$ cat config.mk
export PLATFORM = sky130hd
export DESIGN_NAME = cte_ctrl
export DESIGN_NICKNAME = d
export VERILOG_FILES = /design/src/cte_pkg.sv /design/src/cte_ctrl.sv
export SDC_FILE = /design/constraint.sdc
export NUM_CORES = 1
export LEC_CHECK = 0
export BUFFER_PORTS_ARGS = -buffer_cell sky130_fd_sc_hd__buf_2
export CAP_MARGIN = 20
export CORE_MARGIN = 3
export CORE_UTILIZATION = 40
export DETAILED_ROUTE_END_ITERATION = 6
export PLACE_DENSITY = 0.73
export SETUP_SLACK_MARGIN = 0.3
export SLEW_MARGIN = 20
export SYNTH_ARGS = -nofsm -noshare
export SYNTH_HDL_FRONTEND = slang
export SYNTH_SLANG_ARGS = --single-unit
$ cat constraint.sdc
create_clock -name clk -period 2.7 [get_ports clk]
set_clock_uncertainty 0.05 [all_clocks]
set_input_delay 0.27 -clock clk [delete_from_list [all_inputs] [get_ports clk]]
set_output_delay 0.27 -clock clk [all_outputs]
set_load 0.03 [all_outputs]
$ cat src/cte_pkg.sv
package cte_pkg;

  // Default screen geometry
  localparam int DEF_COLUMNS = 80;
  localparam int DEF_ROWS    = 25;

  // Fixed field widths
  localparam int CFG_ROW_W = 5;
  localparam int CFG_IDX_W = 2;
  localparam int OP_W      = 4;
  localparam int COORD_W   = 11;
  localparam int SRC_W     = 10;
  localparam int BOUND_W   = 8;

  // Command codes
  localparam logic [OP_W-1:0] OP_PUT     = 4'd0;
  localparam logic [OP_W-1:0] OP_CLEAR   = 4'd1;
  localparam logic [OP_W-1:0] OP_SETCUR  = 4'd2;
  localparam logic [OP_W-1:0] OP_FG      = 4'd3;
  localparam logic [OP_W-1:0] OP_BG      = 4'd4;
  localparam logic [OP_W-1:0] OP_FGDEF   = 4'd5;
  localparam logic [OP_W-1:0] OP_BGDEF   = 4'd6;
  localparam logic [OP_W-1:0] OP_SWAP    = 4'd7;
  localparam logic [OP_W-1:0] OP_SAVE    = 4'd8;
  localparam logic [OP_W-1:0] OP_RESTORE = 4'd9;
  localparam logic [OP_W-1:0] OP_UP      = 4'd10;
  localparam logic [OP_W-1:0] OP_DOWN    = 4'd11;
  localparam logic [OP_W-1:0] OP_MOVE    = 4'd12;
  localparam logic [OP_W-1:0] OP_READ    = 4'd13;

  // Configuration register indexes
  localparam logic [CFG_IDX_W-1:0] REG_TOP    = 2'd0;
  localparam logic [CFG_IDX_W-1:0] REG_BOTTOM = 2'd1;
  localparam logic [CFG_IDX_W-1:0] REG_ON     = 2'd2;

  localparam logic [7:0] BLANK_CHAR = 8'h20;
  localparam logic [7:0] RESET_ATTR = 8'h07;
  localparam logic [2:0] DEF_FG     = 3'd7;

  // Scroll region as seen by the sequencer
  typedef struct packed {
    logic               ok;
    logic               on;
    logic [BOUND_W-1:0] top;
    logic [BOUND_W-1:0] bot;
  } cte_region_t;

  // ANSI to VGA colour order
  function automatic logic [2:0] ansi_color(input logic [2:0] c);
    logic [2:0] m;
    case (c)
      3'd0: m = 3'd0;
      3'd1: m = 3'd4;
      3'd2: m = 3'd2;
      3'd3: m = 3'd6;
      3'd4: m = 3'd1;
      3'd5: m = 3'd5;
      3'd6: m = 3'd3;
      default: m = 3'd7;
    endcase
    return m;
  endfunction

endpackage

$ cat src/cte_ctrl.sv
module cte_ctrl import cte_pkg::*; #(
  parameter int TEXT_COLUMNS = DEF_COLUMNS,
  parameter int TEXT_ROWS    = DEF_ROWS,
  localparam int CW    = $clog2(TEXT_COLUMNS),
  localparam int RW    = $clog2(TEXT_ROWS),
  localparam int CELLS = TEXT_COLUMNS * TEXT_ROWS,
  localparam int AW    = $clog2(CELLS)
) (
  input  logic                clk,
  input  logic                rst_n,
  input  cte_region_t         region,
  input  logic                in_valid,
  output logic                in_ready,
  input  logic [OP_W-1:0]     in_operation,
  input  logic [7:0]          in_char_code,
  input  logic [COORD_W-1:0]  in_col,
  input  logic [COORD_W-1:0]  in_row,
  input  logic [SRC_W-1:0]    in_src_col,
  input  logic [SRC_W-1:0]    in_src_row,
  input  logic [2:0]          in_color,
  input  logic                in_bright,
  input  logic                in_home_cursor,
  output logic                out_valid,
  input  logic                out_ready,
  output logic [CW-1:0]       out_cursor_col,
  output logic [RW-1:0]       out_cursor_row,
  output logic [7:0]          out_attribute,
  output logic [7:0]          out_cell_char,
  output logic [7:0]          out_cell_attr,
  output logic                ram_we,
  output logic [AW-1:0]       ram_waddr,
  output logic [15:0]         ram_wdata,
  output logic [AW-1:0]       ram_raddr,
  input  logic [15:0]         ram_rdata
);

  localparam int AW1 = AW + 1;
  localparam logic [AW1-1:0] COLS_A   = AW1'(TEXT_COLUMNS);
  localparam logic [AW1-1:0] CELLS_A  = AW1'(CELLS);
  localparam logic [CW-1:0]  LAST_COL = CW'(TEXT_COLUMNS - 1);
  localparam logic [RW-1:0]  LAST_ROW = RW'(TEXT_ROWS - 1);

  localparam int ST_W = 4;
  localparam logic [ST_W-1:0] S_IDLE  = 4'd0;
  localparam logic [ST_W-1:0] S_FILL  = 4'd1;
  localparam logic [ST_W-1:0] S_CP_RD = 4'd2;
  localparam logic [ST_W-1:0] S_CP_WR = 4'd3;
  localparam logic [ST_W-1:0] S_MV_A  = 4'd4;
  localparam logic [ST_W-1:0] S_MV_B  = 4'd5;
  localparam logic [ST_W-1:0] S_MV_C  = 4'd6;
  localparam logic [ST_W-1:0] S_RD_A  = 4'd7;
  localparam logic [ST_W-1:0] S_RD_B  = 4'd8;

  logic [ST_W-1:0] state_r, state_nxt;
  logic [AW1-1:0]  addr_r, addr_nxt;
  logic [AW1-1:0]  aux_r, aux_nxt;
  logic [AW1-1:0]  fill_hi_r, fill_hi_nxt;
  logic            dir_up_r, dir_up_nxt;
  logic            init_r, init_nxt;
  logic            out_valid_r, out_valid_nxt;
  logic [CW-1:0]   cur_col_r, cur_col_nxt;
  logic [RW-1:0]   cur_row_r, cur_row_nxt;
  logic [7:0]      attr_r, attr_nxt;
  logic [CW-1:0]   sav_col_r, sav_col_nxt;
  logic [RW-1:0]   sav_row_r, sav_row_nxt;
  logic [7:0]      sav_attr_r, sav_attr_nxt;
  logic [7:0]      rd_char_r, rd_char_nxt;
  logic [7:0]      rd_attr_r, rd_attr_nxt;
  logic [7:0]      mv_char_r, mv_char_nxt;

  logic            accept;
  logic [AW1-1:0]  cur_addr, top_base, bot_base, rd_addr;
  logic [CW-1:0]   clamp_col;
  logic [RW-1:0]   clamp_row;
  logic            margin, move_ok;
  logic [2:0]      color_m;
  logic [15:0]     blank;

  assign accept   = in_valid && in_ready;
  assign in_ready = (state_r == S_IDLE) && !out_valid_r && !init_r;
  assign blank    = {attr_r, BLANK_CHAR};
  assign color_m  = ansi_color(in_color);

  // Cell addresses
  assign cur_addr = AW1'(cur_row_r) * COLS_A + AW1'(cur_col_r);
  assign top_base = AW1'(region.top) * COLS_A;
  assign bot_base = AW1'(region.bot) * COLS_A;

  // Coordinate clamping for setcur and read
  always_comb begin
    if (in_col[COORD_W-1]) begin
      clamp_col = '0;
    end else if (in_col >= COORD_W'(TEXT_COLUMNS)) begin
      clamp_col = LAST_COL;
    end else begin
      clamp_col = in_col[CW-1:0];
    end
    if (in_row[COORD_W-1]) begin
      clamp_row = '0;
    end else if (in_row >= COORD_W'(TEXT_ROWS)) begin
      clamp_row = LAST_ROW;
    end else begin
      clamp_row = in_row[RW-1:0];
    end
  end

  assign move_ok = !in_col[COORD_W-1] && (in_col < COORD_W'(TEXT_COLUMNS))
                && !in_row[COORD_W-1] && (in_row < COORD_W'(TEXT_ROWS))
                && (in_src_col < SRC_W'(TEXT_COLUMNS))
                && (in_src_row < SRC_W'(TEXT_ROWS));

  assign margin = region.ok && (BOUND_W'(cur_row_r) == region.bot - 8'd1)
               && (cur_col_r == LAST_COL);

  // Read port address
  always_comb begin
    case (state_r)
      S_CP_RD: rd_addr = dir_up_r ? addr_r + COLS_A : addr_r - COLS_A;
      S_MV_A:  rd_addr = aux_r;
      default: rd_addr = addr_r;
    endcase
  end
  assign ram_raddr = rd_addr[AW-1:0];

  // Sequencer
  always_comb begin
    state_nxt     = state_r;
    addr_nxt      = addr_r;
    aux_nxt       = aux_r;
    fill_hi_nxt   = fill_hi_r;
    dir_up_nxt    = dir_up_r;
    init_nxt      = init_r;
    out_valid_nxt = out_valid_r && !out_ready;
    cur_col_nxt   = cur_col_r;
    cur_row_nxt   = cur_row_r;
    attr_nxt      = attr_r;
    sav_col_nxt   = sav_col_r;
    sav_row_nxt   = sav_row_r;
    sav_attr_nxt  = sav_attr_r;
    rd_char_nxt   = rd_char_r;
    rd_attr_nxt   = rd_attr_r;
    mv_char_nxt   = mv_char_r;
    ram_we        = 1'b0;
    ram_waddr     = addr_r[AW-1:0];
    ram_wdata     = blank;

    case (state_r)
      S_IDLE: begin
        if (accept) begin
          rd_char_nxt   = '0;
          rd_attr_nxt   = '0;
          out_valid_nxt = 1'b1;
          case (in_operation)
            OP_PUT: begin
              ram_we    = 1'b1;
              ram_waddr = cur_addr[AW-1:0];
              ram_wdata = {attr_r, in_char_code};
              if (margin) begin
                if (region.on) begin
                  cur_col_nxt   = '0;
                  addr_nxt      = top_base;
                  aux_nxt       = bot_base - COLS_A;
                  fill_hi_nxt   = bot_base;
                  dir_up_nxt    = 1'b1;
                  state_nxt     = S_CP_RD;
                  out_valid_nxt = 1'b0;
                end
              end else if (cur_col_r == LAST_COL) begin
                cur_col_nxt = '0;
                if (cur_row_r != LAST_ROW) begin
                  cur_row_nxt = cur_row_r + 1'b1;
                end
              end else begin
                cur_col_nxt = cur_col_r + 1'b1;
              end
            end
            OP_CLEAR: begin
              addr_nxt      = '0;
              fill_hi_nxt   = CELLS_A;
              state_nxt     = S_FILL;
              out_valid_nxt = 1'b0;
              if (in_home_cursor) begin
                cur_col_nxt = '0;
                cur_row_nxt = '0;
              end
            end
            OP_SETCUR: begin
              cur_col_nxt = clamp_col;
              cur_row_nxt = clamp_row;
            end
            OP_FG:    attr_nxt = {attr_r[7:4], in_bright, color_m};
            OP_BG:    attr_nxt = {in_bright, color_m, attr_r[3:0]};
            OP_FGDEF: attr_nxt = {attr_r[7:4], in_bright, DEF_FG};
            OP_BGDEF: attr_nxt = {in_bright, 3'd0, attr_r[3:0]};
            OP_SWAP:  attr_nxt = {attr_r[3:0], attr_r[7:4]};
            OP_SAVE: begin
              sav_col_nxt  = cur_col_r;
              sav_row_nxt  = cur_row_r;
              sav_attr_nxt = attr_r;
            end
            OP_RESTORE: begin
              cur_col_nxt = sav_col_r;
              cur_row_nxt = sav_row_r;
              attr_nxt    = sav_attr_r;
            end
            OP_UP: begin
              if (region.ok) begin
                addr_nxt      = top_base;
                aux_nxt       = bot_base - COLS_A;
                fill_hi_nxt   = bot_base;
                dir_up_nxt    = 1'b1;
                state_nxt     = S_CP_RD;
                out_valid_nxt = 1'b0;
              end
            end
            OP_DOWN: begin
              if (region.ok) begin
                addr_nxt      = bot_base - 1'b1;
                aux_nxt       = top_base + COLS_A;
                fill_hi_nxt   = top_base + COLS_A;
                dir_up_nxt    = 1'b0;
                state_nxt     = S_CP_RD;
                out_valid_nxt = 1'b0;
              end
            end
            OP_MOVE: begin
              if (move_ok) begin
                aux_nxt = AW1'(in_src_row) * COLS_A + AW1'(in_src_col);
                addr_nxt = AW1'(in_row[RW-1:0]) * COLS_A + AW1'(in_col[CW-1:0]);
                state_nxt     = S_MV_A;
                out_valid_nxt = 1'b0;
              end
            end
            OP_READ: begin
              addr_nxt      = AW1'(clamp_row) * COLS_A + AW1'(clamp_col);
              state_nxt     = S_RD_A;
              out_valid_nxt = 1'b0;
            end
            default: begin
            end
          endcase
        end
      end
      // Row copy: read the neighbor row cell, then write it one row over
      S_CP_RD: begin
        if (dir_up_r ? (addr_r < aux_r) : (addr_r >= aux_r)) begin
          state_nxt = S_CP_WR;
        end else begin
          addr_nxt  = dir_up_r ? aux_r : aux_r - COLS_A;
          state_nxt = S_FILL;
        end
      end
      S_CP_WR: begin
        ram_we    = 1'b1;
        ram_wdata = ram_rdata;
        addr_nxt  = dir_up_r ? addr_r + 1'b1 : addr_r - 1'b1;
        state_nxt = S_CP_RD;
      end
      // Blank fill up to fill_hi
      S_FILL: begin
        ram_we   = 1'b1;
        addr_nxt = addr_r + 1'b1;
        if (addr_r == fill_hi_r - 1'b1) begin
          state_nxt     = S_IDLE;
          out_valid_nxt = !init_r;
          init_nxt      = 1'b0;
        end
      end
      S_MV_A: state_nxt = S_MV_B;
      S_MV_B: begin
        mv_char_nxt = ram_rdata[7:0];
        state_nxt   = S_MV_C;
      end
      S_MV_C: begin
        ram_we        = 1'b1;
        ram_wdata     = {ram_rdata[15:8], mv_char_r};
        state_nxt     = S_IDLE;
        out_valid_nxt = 1'b1;
      end
      S_RD_A: state_nxt = S_RD_B;
      S_RD_B: begin
        rd_char_nxt   = ram_rdata[7:0];
        rd_attr_nxt   = ram_rdata[15:8];
        state_nxt     = S_IDLE;
        out_valid_nxt = 1'b1;
      end
      default: state_nxt = S_IDLE;
    endcase
  end

  // Control state; reset starts the clearing pass
  always_ff @(posedge clk) begin
    if (!rst_n) begin
      state_r     <= S_FILL;
      addr_r      <= '0;
      fill_hi_r   <= CELLS_A;
      init_r      <= 1'b1;
      out_valid_r <= 1'b0;
      cur_col_r   <= '0;
      cur_row_r   <= '0;
      attr_r      <= RESET_ATTR;
      sav_col_r   <= '0;
      sav_row_r   <= '0;
      sav_attr_r  <= RESET_ATTR;
      rd_char_r   <= '0;
      rd_attr_r   <= '0;
    end else begin
      state_r     <= state_nxt;
      addr_r      <= addr_nxt;
      fill_hi_r   <= fill_hi_nxt;
      init_r      <= init_nxt;
      out_valid_r <= out_valid_nxt;
      cur_col_r   <= cur_col_nxt;
      cur_row_r   <= cur_row_nxt;
      attr_r      <= attr_nxt;
      sav_col_r   <= sav_col_nxt;
      sav_row_r   <= sav_row_nxt;
      sav_attr_r  <= sav_attr_nxt;
      rd_char_r   <= rd_char_nxt;
      rd_attr_r   <= rd_attr_nxt;
    end
  end

  // Datapath registers
  always_ff @(posedge clk) begin
    aux_r     <= aux_nxt;
    dir_up_r  <= dir_up_nxt;
    mv_char_r <= mv_char_nxt;
  end

  assign out_valid      = out_valid_r;
  assign out_cursor_col = cur_col_r;
  assign out_cursor_row = cur_row_r;
  assign out_attribute  = attr_r;
  assign out_cell_char  = rd_char_r;
  assign out_cell_attr  = rd_attr_r;

endmodule

==> summary.txt, run 1 <==
Status
  • Status: complete, but fails checks
  • Failing checks: setup timing

STA
  • Final Max Tran Viols: 0
  • Final min period: 2.901 ns
  • Final setup violation count: 4
  • Final Cycle Share: 107.4%
  • Max Freq: 344.7 MHz
  • Final worst slack: -0.2010 ns
  • Slew HR: 52.67%
  • Total Neg Setup Slack: -0.4838 ns
  • Final Hold Fails: 0
  • Worst-Margin Slew: 0.7078 ns
  • RSZ-0062 raised after global routing: true

Yosys
  • Syn avg cell area: 7.786 µm²
  • Main synth FF type: dfxtp_1
  • Asr flop ratio synth: 0%
  • Syn. warnings: 0
  • FF+latch count, synth: 103
  • Mapped Nets: 1394
  • Mapped Cells: 1203
  • Synth cell types: 75
  • Fraction of the yosys area taken by sequential cells: 24.26%
  • EDFF count, synth: 21
  • Post-Syn Area: 0.009366 mm²

Floorplanning
  • Core area: 0.02285 mm²
  • Ports: 174
  • Starting density of the core: 41.00%
  • Die Ht: 159.0 µm
  • # rows: 55
  • Horiz. Die Dim: 159.0 µm
  • Die area: 0.02529 mm²

Hold path
  • Tightest Hold Check Type: input pin to flip-flop
  • Min-delay src: ram_rdata[0]
  • Min-Delay Endpoint: mv_char_r[0]
  • Hold path depth: 1

Final layout
  • Layout cells sized above 1: 36.28%
  • Area grow syn2layout: 40.52%
  • Multi-input logic area: 0.007397 mm²
  • Inserted Diodes: 0
  • FILL cells: 2006
  • Register Area: 0.002308 mm²
  • Commonest cells after routing, fill and taps aside: buf_2 (148), buf_4 (148), nand2_1 (131), a21oi_1 (96), nor2_1 (84)
  • Nets@finish: 1691

Clocking
  • # H-tree levels: 3
  • Num CTS Buffers: 9
  • CTS Hold Bufs: 0
  • Clock Path Buffers: 2
  • CTS tree: done
  • Worst-Skew Late Latency: 0.36 ns
  • Root buf cell: clkbuf_16
  • Clock slew seen by the registers of the worst setup and hold paths: 0.08 ns
  • CTS Sinks: 103

Detailed routing
  • DRC Markers: 0
  • Vias per cell: 5.865
  • Drt first-iter violations: 1108
  • Routed wire length per instance: 18.96 µm
  • DRT Pass-1 Iters: 7
  • Wirelength, routed: 34480 µm
  • Routed Antenna Nets: 0
  • Vias: 10660

Global routing
  • Largest net degree at the start of global routing: 53
  • Congestion Overflow GR: 0
  • Vias in the first global route: 9872
  • Global-route wire length before repair: 52160 µm
  • Overall routing resource usage: 24.95%
  • Initial antenna violation count: 0

Placement
  • Pre-CTS worst setup slack: -0.4082 ns
  • Routability Congestion: 0.9456
  • HPWL Detailed: 25340 µm
  • Port bufs: 173

Setup path
  • Reg-to-Reg Start: aux_r[10]
  • CP Capture Type: output port
  • Reg2Reg Depth: 12
  • Reg2reg setup slack: 0.10 ns
  • CP startpoint kind: flip-flop
  • CP Data Arrival Time: 2.58 ns
  • CP Max Fanout: 5
  • Worst endpoint required time: 2.38 ns
  • WS Path Type: flip-flop to output port
  • Reg2reg end: addr_r[5]

Power
  • Max IR drop VDD: 0.2983 mV
  • Cell Pwr Density: 310.0 mW/mm²
  • Pwr Total: 4080 µW
  • LEAKAGE: 0.005684 µW

Job
  • Max_cap viols: 0
-- Yosys cell counts (11+ instances only) --
| cell type | n | area share [%] |
|---|---|---|
| xnor2_1 | 61 | 5.7 |
| mux2_2 | 12 | 1.4 |
| nand3_1 | 40 | 2.1 |
| nor3_1 | 31 | 1.7 |
| dfxtp_1 | 82 | 18 |
| a21oi_1 | 105 | 5.6 |
| buf_2 | 11 | 0.59 |
| edfxtp_1 | 21 | 6.7 |
| and2_1 | 11 | 0.73 |
| nand2b_1 | 17 | 1.1 |
| a21o_1 | 19 | 1.5 |
| o21ai_0 | 77 | 4.1 |
| xor2_1 | 35 | 3.3 |
| inv_1 | 65 | 2.6 |
| ha_1 | 84 | 11 |
| nor2_1 | 97 | 3.9 |
| nand2_1 | 143 | 5.7 |
| nor2b_1 | 16 | 1.1 |
| o221ai_1 | 11 | 1.0 |
| and3_1 | 14 | 0.94 |
| clkbuf_1 | 44 | 1.8 |
| a211oi_1 | 16 | 1.3 |
-- routing by layer --
layer  GRT usage (%)  wire, µm  up-vias  part of all wire, %
li1                -         -     4938                    -
met3           3.538      2851      107                  8.3
met1           33.02     14040     5053                   41
met4           7.362      1159        0                  3.4
met5               0         0        -                    0
met2           42.39     16420      565                   48
-- flip-flops by register name, indices dropped and copies added, names as in the netlist, 4 cells and up --
| register | cells |
|---|---|
| addr_r | 12 |
| aux_r | 12 |
| fill_hi_r | 8 |
| mv_char_r | 8 |
| out_attribute | 8 |
| out_cell_attr | 8 |
| out_cell_char | 8 |
| out_cursor_col | 7 |
| out_cursor_row | 5 |
| sav_attr_r | 8 |
| sav_col_r | 7 |
| sav_row_r | 5 |
| state_r | 4 |
-- how the worst max path moves through the flow --
stage	from	to	slack, ns	cells after the start
6_report	dir_up_r	ram_raddr[10]	-0.20	10
5_1_grt	dir_up_r	ram_raddr[10]	-0.24	10
4_1_cts	dir_up_r	ram_raddr[10]	-0.17	10
3_5_place_dp	in_row[8]	addr_r[11]	-0.41	14
3_3_place_gp	in_row[8]	addr_r[11]	-0.32	14
2_1_floorplan	in_row[8]	addr_r[11]	-0.12	12
-- metrics by stage --
stage | std cells | hold slack (ns) | utilization, % | instance area [µm²]
floorplan | 1203 | 0.3189 | - | 9547
global placement | 1742 | 0.3926 | 49.91 | 11400
detailed placement | 1742 | 0.3976 | 49.91 | 11400
CTS | 1781 | 0.05731 | 53.94 | 12320
global route | 1818 | 0.06073 | 57.61 | 13160
finish | 1818 | 0.06634 | 57.61 | 13160
-- worst max-delay path: stages, from the launching register on --
cell	delay, ns
edfxtp_1	0.54
fa_2	0.43
nor2b_4	0.12
o21ai_1	0.07
nand2b_1	0.10
a21o_1	0.14
a21oi_2	0.05
xnor2_1	0.13
or3_1	0.31
o211ai_1	0.12
buf_4	0.20
-- power by group --
part	switching, µW	internal (µW)
Combinational	602	502
Clock	657	740
Sequential	6.76	1570
Total	1270	2810
-- cell type report --
cell class	count	area share, %
multi-input cells	972	56.20
repair buffers	348	18.90
flip-flops and latches	103	17.54
well taps	313	2.976
inverters	66	1.996
clock buffers	9	1.711
clock inverters	7	0.6750
-- kinds of logic after synthesis --
logic type | synth area share, %
muxes | 2.084
adders and majority gates | 13.36
xor gates and xnor gates | 8.977
buffers and inverters | 5.557
and+or+nand+nor | 22.29
AOI/OAI and AO/OA | 23.47
DFF | 24.26
-- repair_timing --
item | in CTS | in global routing
endpoints found under the setup margin | 69 | 67
pin swaps | 26 | 58
buffers inserted | 19 | 35
gates resized for setup | 100 | 142
hold endpoints to repair | 0 | 0
cloned | 4 | 2
No activity file was read; power rests on OpenSTA's default activity.
==> run 2, diff against run 1 <==
--- a/config.mk
+++ b/config.mk
@@ -12,3 +12,4 @@
 export DETAILED_ROUTE_END_ITERATION = 6
-export PLACE_DENSITY = 0.73
+export HOLD_SLACK_MARGIN = 0.12
+export PLACE_DENSITY = 0.71
 export SETUP_SLACK_MARGIN = 0.3
==> constraint.sdc (replaced) <==
create_clock -name clk -period 3.3 [get_ports clk]
set_clock_uncertainty 0.05 [all_clocks]
set_input_delay 0.33 -clock clk [delete_from_list [all_inputs] [get_ports clk]]
set_output_delay 0.33 -clock clk [all_outputs]
set_load 0.1 [all_outputs]
==> run 2 against run 1 <==
Effect of this change: the flow now finishes without violations; hold slack better by 0.067 ns; count of clock-buffer cells in the layout stayed put; setup slack gained 0.53 ns; cell area down 11%; utilization down 6.5 points; register-to-register slack better by 0.40 ns; non-clock buffer count decreased by 118; combinational power shrank 27%; sequential cell count unchanged; global-route usage decreased by 1.3 points; clock power is 12% lower; critical endpoint unchanged.
==> summary.txt, run 2 (synthesis results as in run 1) <==
Status
  • Status: completed

STA
  • Final min period: 2.975 ns
  • Slew HR: 45.32%
  • RSZ-0062 raised after global routing: true
  • Final Cycle Share: 90.15%
  • Max Freq: 336.1 MHz
  • Final Hold Fails: 0
  • Final setup violation count: 0
  • Final Max Tran Viols: 0
  • Total Neg Setup Slack: 0 ns
  • Worst-Margin Slew: 0.8127 ns

Clocking
  • Clock slew seen by the registers of the worst setup and hold paths: 0.08 ns
  • Worst-Skew Late Latency: 0.36 ns
  • CTS tree: done
  • Clock Path Buffers: 2
  • Num CTS Buffers: 9
  • Root buf cell: clkbuf_16
  • # H-tree levels: 3
  • CTS Sinks: 103

Detailed routing
  • Routed wire length per instance: 18.41 µm
  • DRC Markers: 0
  • Drt first-iter violations: 981
  • Routed Antenna Nets: 0
  • Vias per cell: 5.745
  • DRT Pass-1 Iters: 6
  • Vias: 9760
  • Wirelength, routed: 31290 µm

Final layout
  • Commonest cells after routing, fill and taps aside: buf_2 (152), nand2_1 (143), a21oi_1 (104), nor2_1 (97), ha_1 (79)
  • Area grow syn2layout: 24.73%
  • Cell Count, Final, Fillers Out: 1699
  • Layout cells sized above 1: 23.39%
  • Largest registers: addr_r: 12 flops, aux_r: 12 flops
  • FILL cells: 2216
  • Commonest non-fill, non-tap cell in the layout: buf_2
  • Nets@finish: 1571

Hold path
  • Tightest Hold Check Type: input pin to flip-flop

Setup path
  • CP startpoint kind: flip-flop
  • CP Data Arrival Time: 2.59 ns
  • CP Max Fanout: 9
  • Worst endpoint required time: 2.92 ns
  • WS Path Type: flip-flop to output port
  • CP Capture Type: output port

Power
  • Cell Pwr Density: 285.2 mW/mm²
  • Max IR drop VDD: 0.2459 mV
  • LEAKAGE: 0.004918 µW
  • Pwr Total: 3332 µW

Floorplanning
  • Die Ht: 159.0 µm
  • Starting density of the core: 41.00%
  • # rows: 55
  • Ports: 174
  • Horiz. Die Dim: 159.0 µm
  • Die area: 0.02529 mm²
  • Core area: 0.02285 mm²

Global routing
  • Global-route wire length before repair: 49200 µm
  • Vias in the first global route: 9405
  • Largest net degree at the start of global routing: 54
  • Congestion Overflow GR: 0
  • Initial antenna violation count: 1
  • Overall routing resource usage: 23.66%

Placement
  • Routability Congestion: 0.9516
  • Placed insts: 1672
  • HPWL Detailed: 24060 µm
  • Port bufs: 173

Job
  • Max_cap viols: 0
run 2: cell types whose count changed in the layout (fill, tap and decap cells not counted), moves of 8 or more:
cell,before,now
nand2_1,131,143
buf_6,44,3
ha_4,14,3
nor2_1,84,97
nor2_2,10,0
buf_12,4,19
a21oi_1,96,104
buf_4,148,53
ha_1,66,79
run 2: critical path: stages (launching register included):
cell      delay (ns)
edfxtp_1        0.39
buf_6           0.16
buf_6           0.12
inv_6           0.08
ha_1            0.24
o21ai_1         0.08
nand2b_1        0.10
a21o_1          0.17
a21oi_2         0.13
xnor2_1         0.09
or3_1           0.30
o211ai_1        0.12
buf_6           0.26
run 2: area by class of cell:
class | instances | area [µm²] | area share, %
Multi-Input combinational cell | 970 | 6785 | 58.08
Tap cell | 313 | 391.6 | 3.352
Clock buffer | 9 | 225.2 | 1.928
Sequential cell | 103 | 2303 | 19.72
Inverter | 66 | 257.7 | 2.206
Antenna cell | 1 | 2.502 | 0.02142
Clock inverter | 7 | 113.9 | 0.9746
Timing Repair Buffer | 230 | 1603 | 13.72
run 2: path summary, 6_finish.rpt:
kind | from | to | slack, ns | cells past startpoint
max reg2reg | out_cursor_col[0] | fill_hi_r[8] | 0.50 | 10
max | dir_up_r | ram_raddr[10] | 0.33 | 12
min reg2reg | sav_row_r[0] | sav_row_r[0] | 0.40 | 2
min | ram_rdata[3] | mv_char_r[3] | 0.13 | 1
run 2: metrics by stage:
step | hold WS (ns) | worst slack (ns) | area [µm²] | utilization, %
floorplan | 0.3789 | -0.1892 | 9524 | -
global placement | 0.3923 | 0.1443 | 11130 | 48.70
detailed placement | 0.3964 | 0.01420 | 11130 | 48.70
CTS | 0.1222 | 0.1558 | 11540 | 50.53
global route | 0.1268 | 0.2163 | 11680 | 51.13
finish | 0.1330 | 0.3250 | 11680 | 51.13
run 2: power breakdown:
part,internal [µW],leakage (µW),switching [µW]
Clock,685,0.000165,546
Combinational,328,0.00389,480
Sequential,1290,0.000863,7.14
Total,2300,0.00492,1030
run 2: repair_timing:
item | in CTS | in global routing
endpoints found under the setup margin | 18 | 23
hold buffers | 3 | 0
gates resized for setup | 10 | 18
endpoints found under the hold margin | 3 | 0
pin swaps | 4 | 5
setup buffers | 2 | 5
run 2: per-layer routing:
layer | vias up | track usage, % | wire (µm) | part of all wire, %
met5 | - | 0 | 0 | 0
met4 | 0 | 7.680 | 973 | 3.1
met3 | 79 | 4.631 | 2507 | 8.0
met2 | 442 | 38.10 | 14160 | 45
met1 | 4548 | 31.98 | 13650 | 44
li1 | 4691 | - | - | -
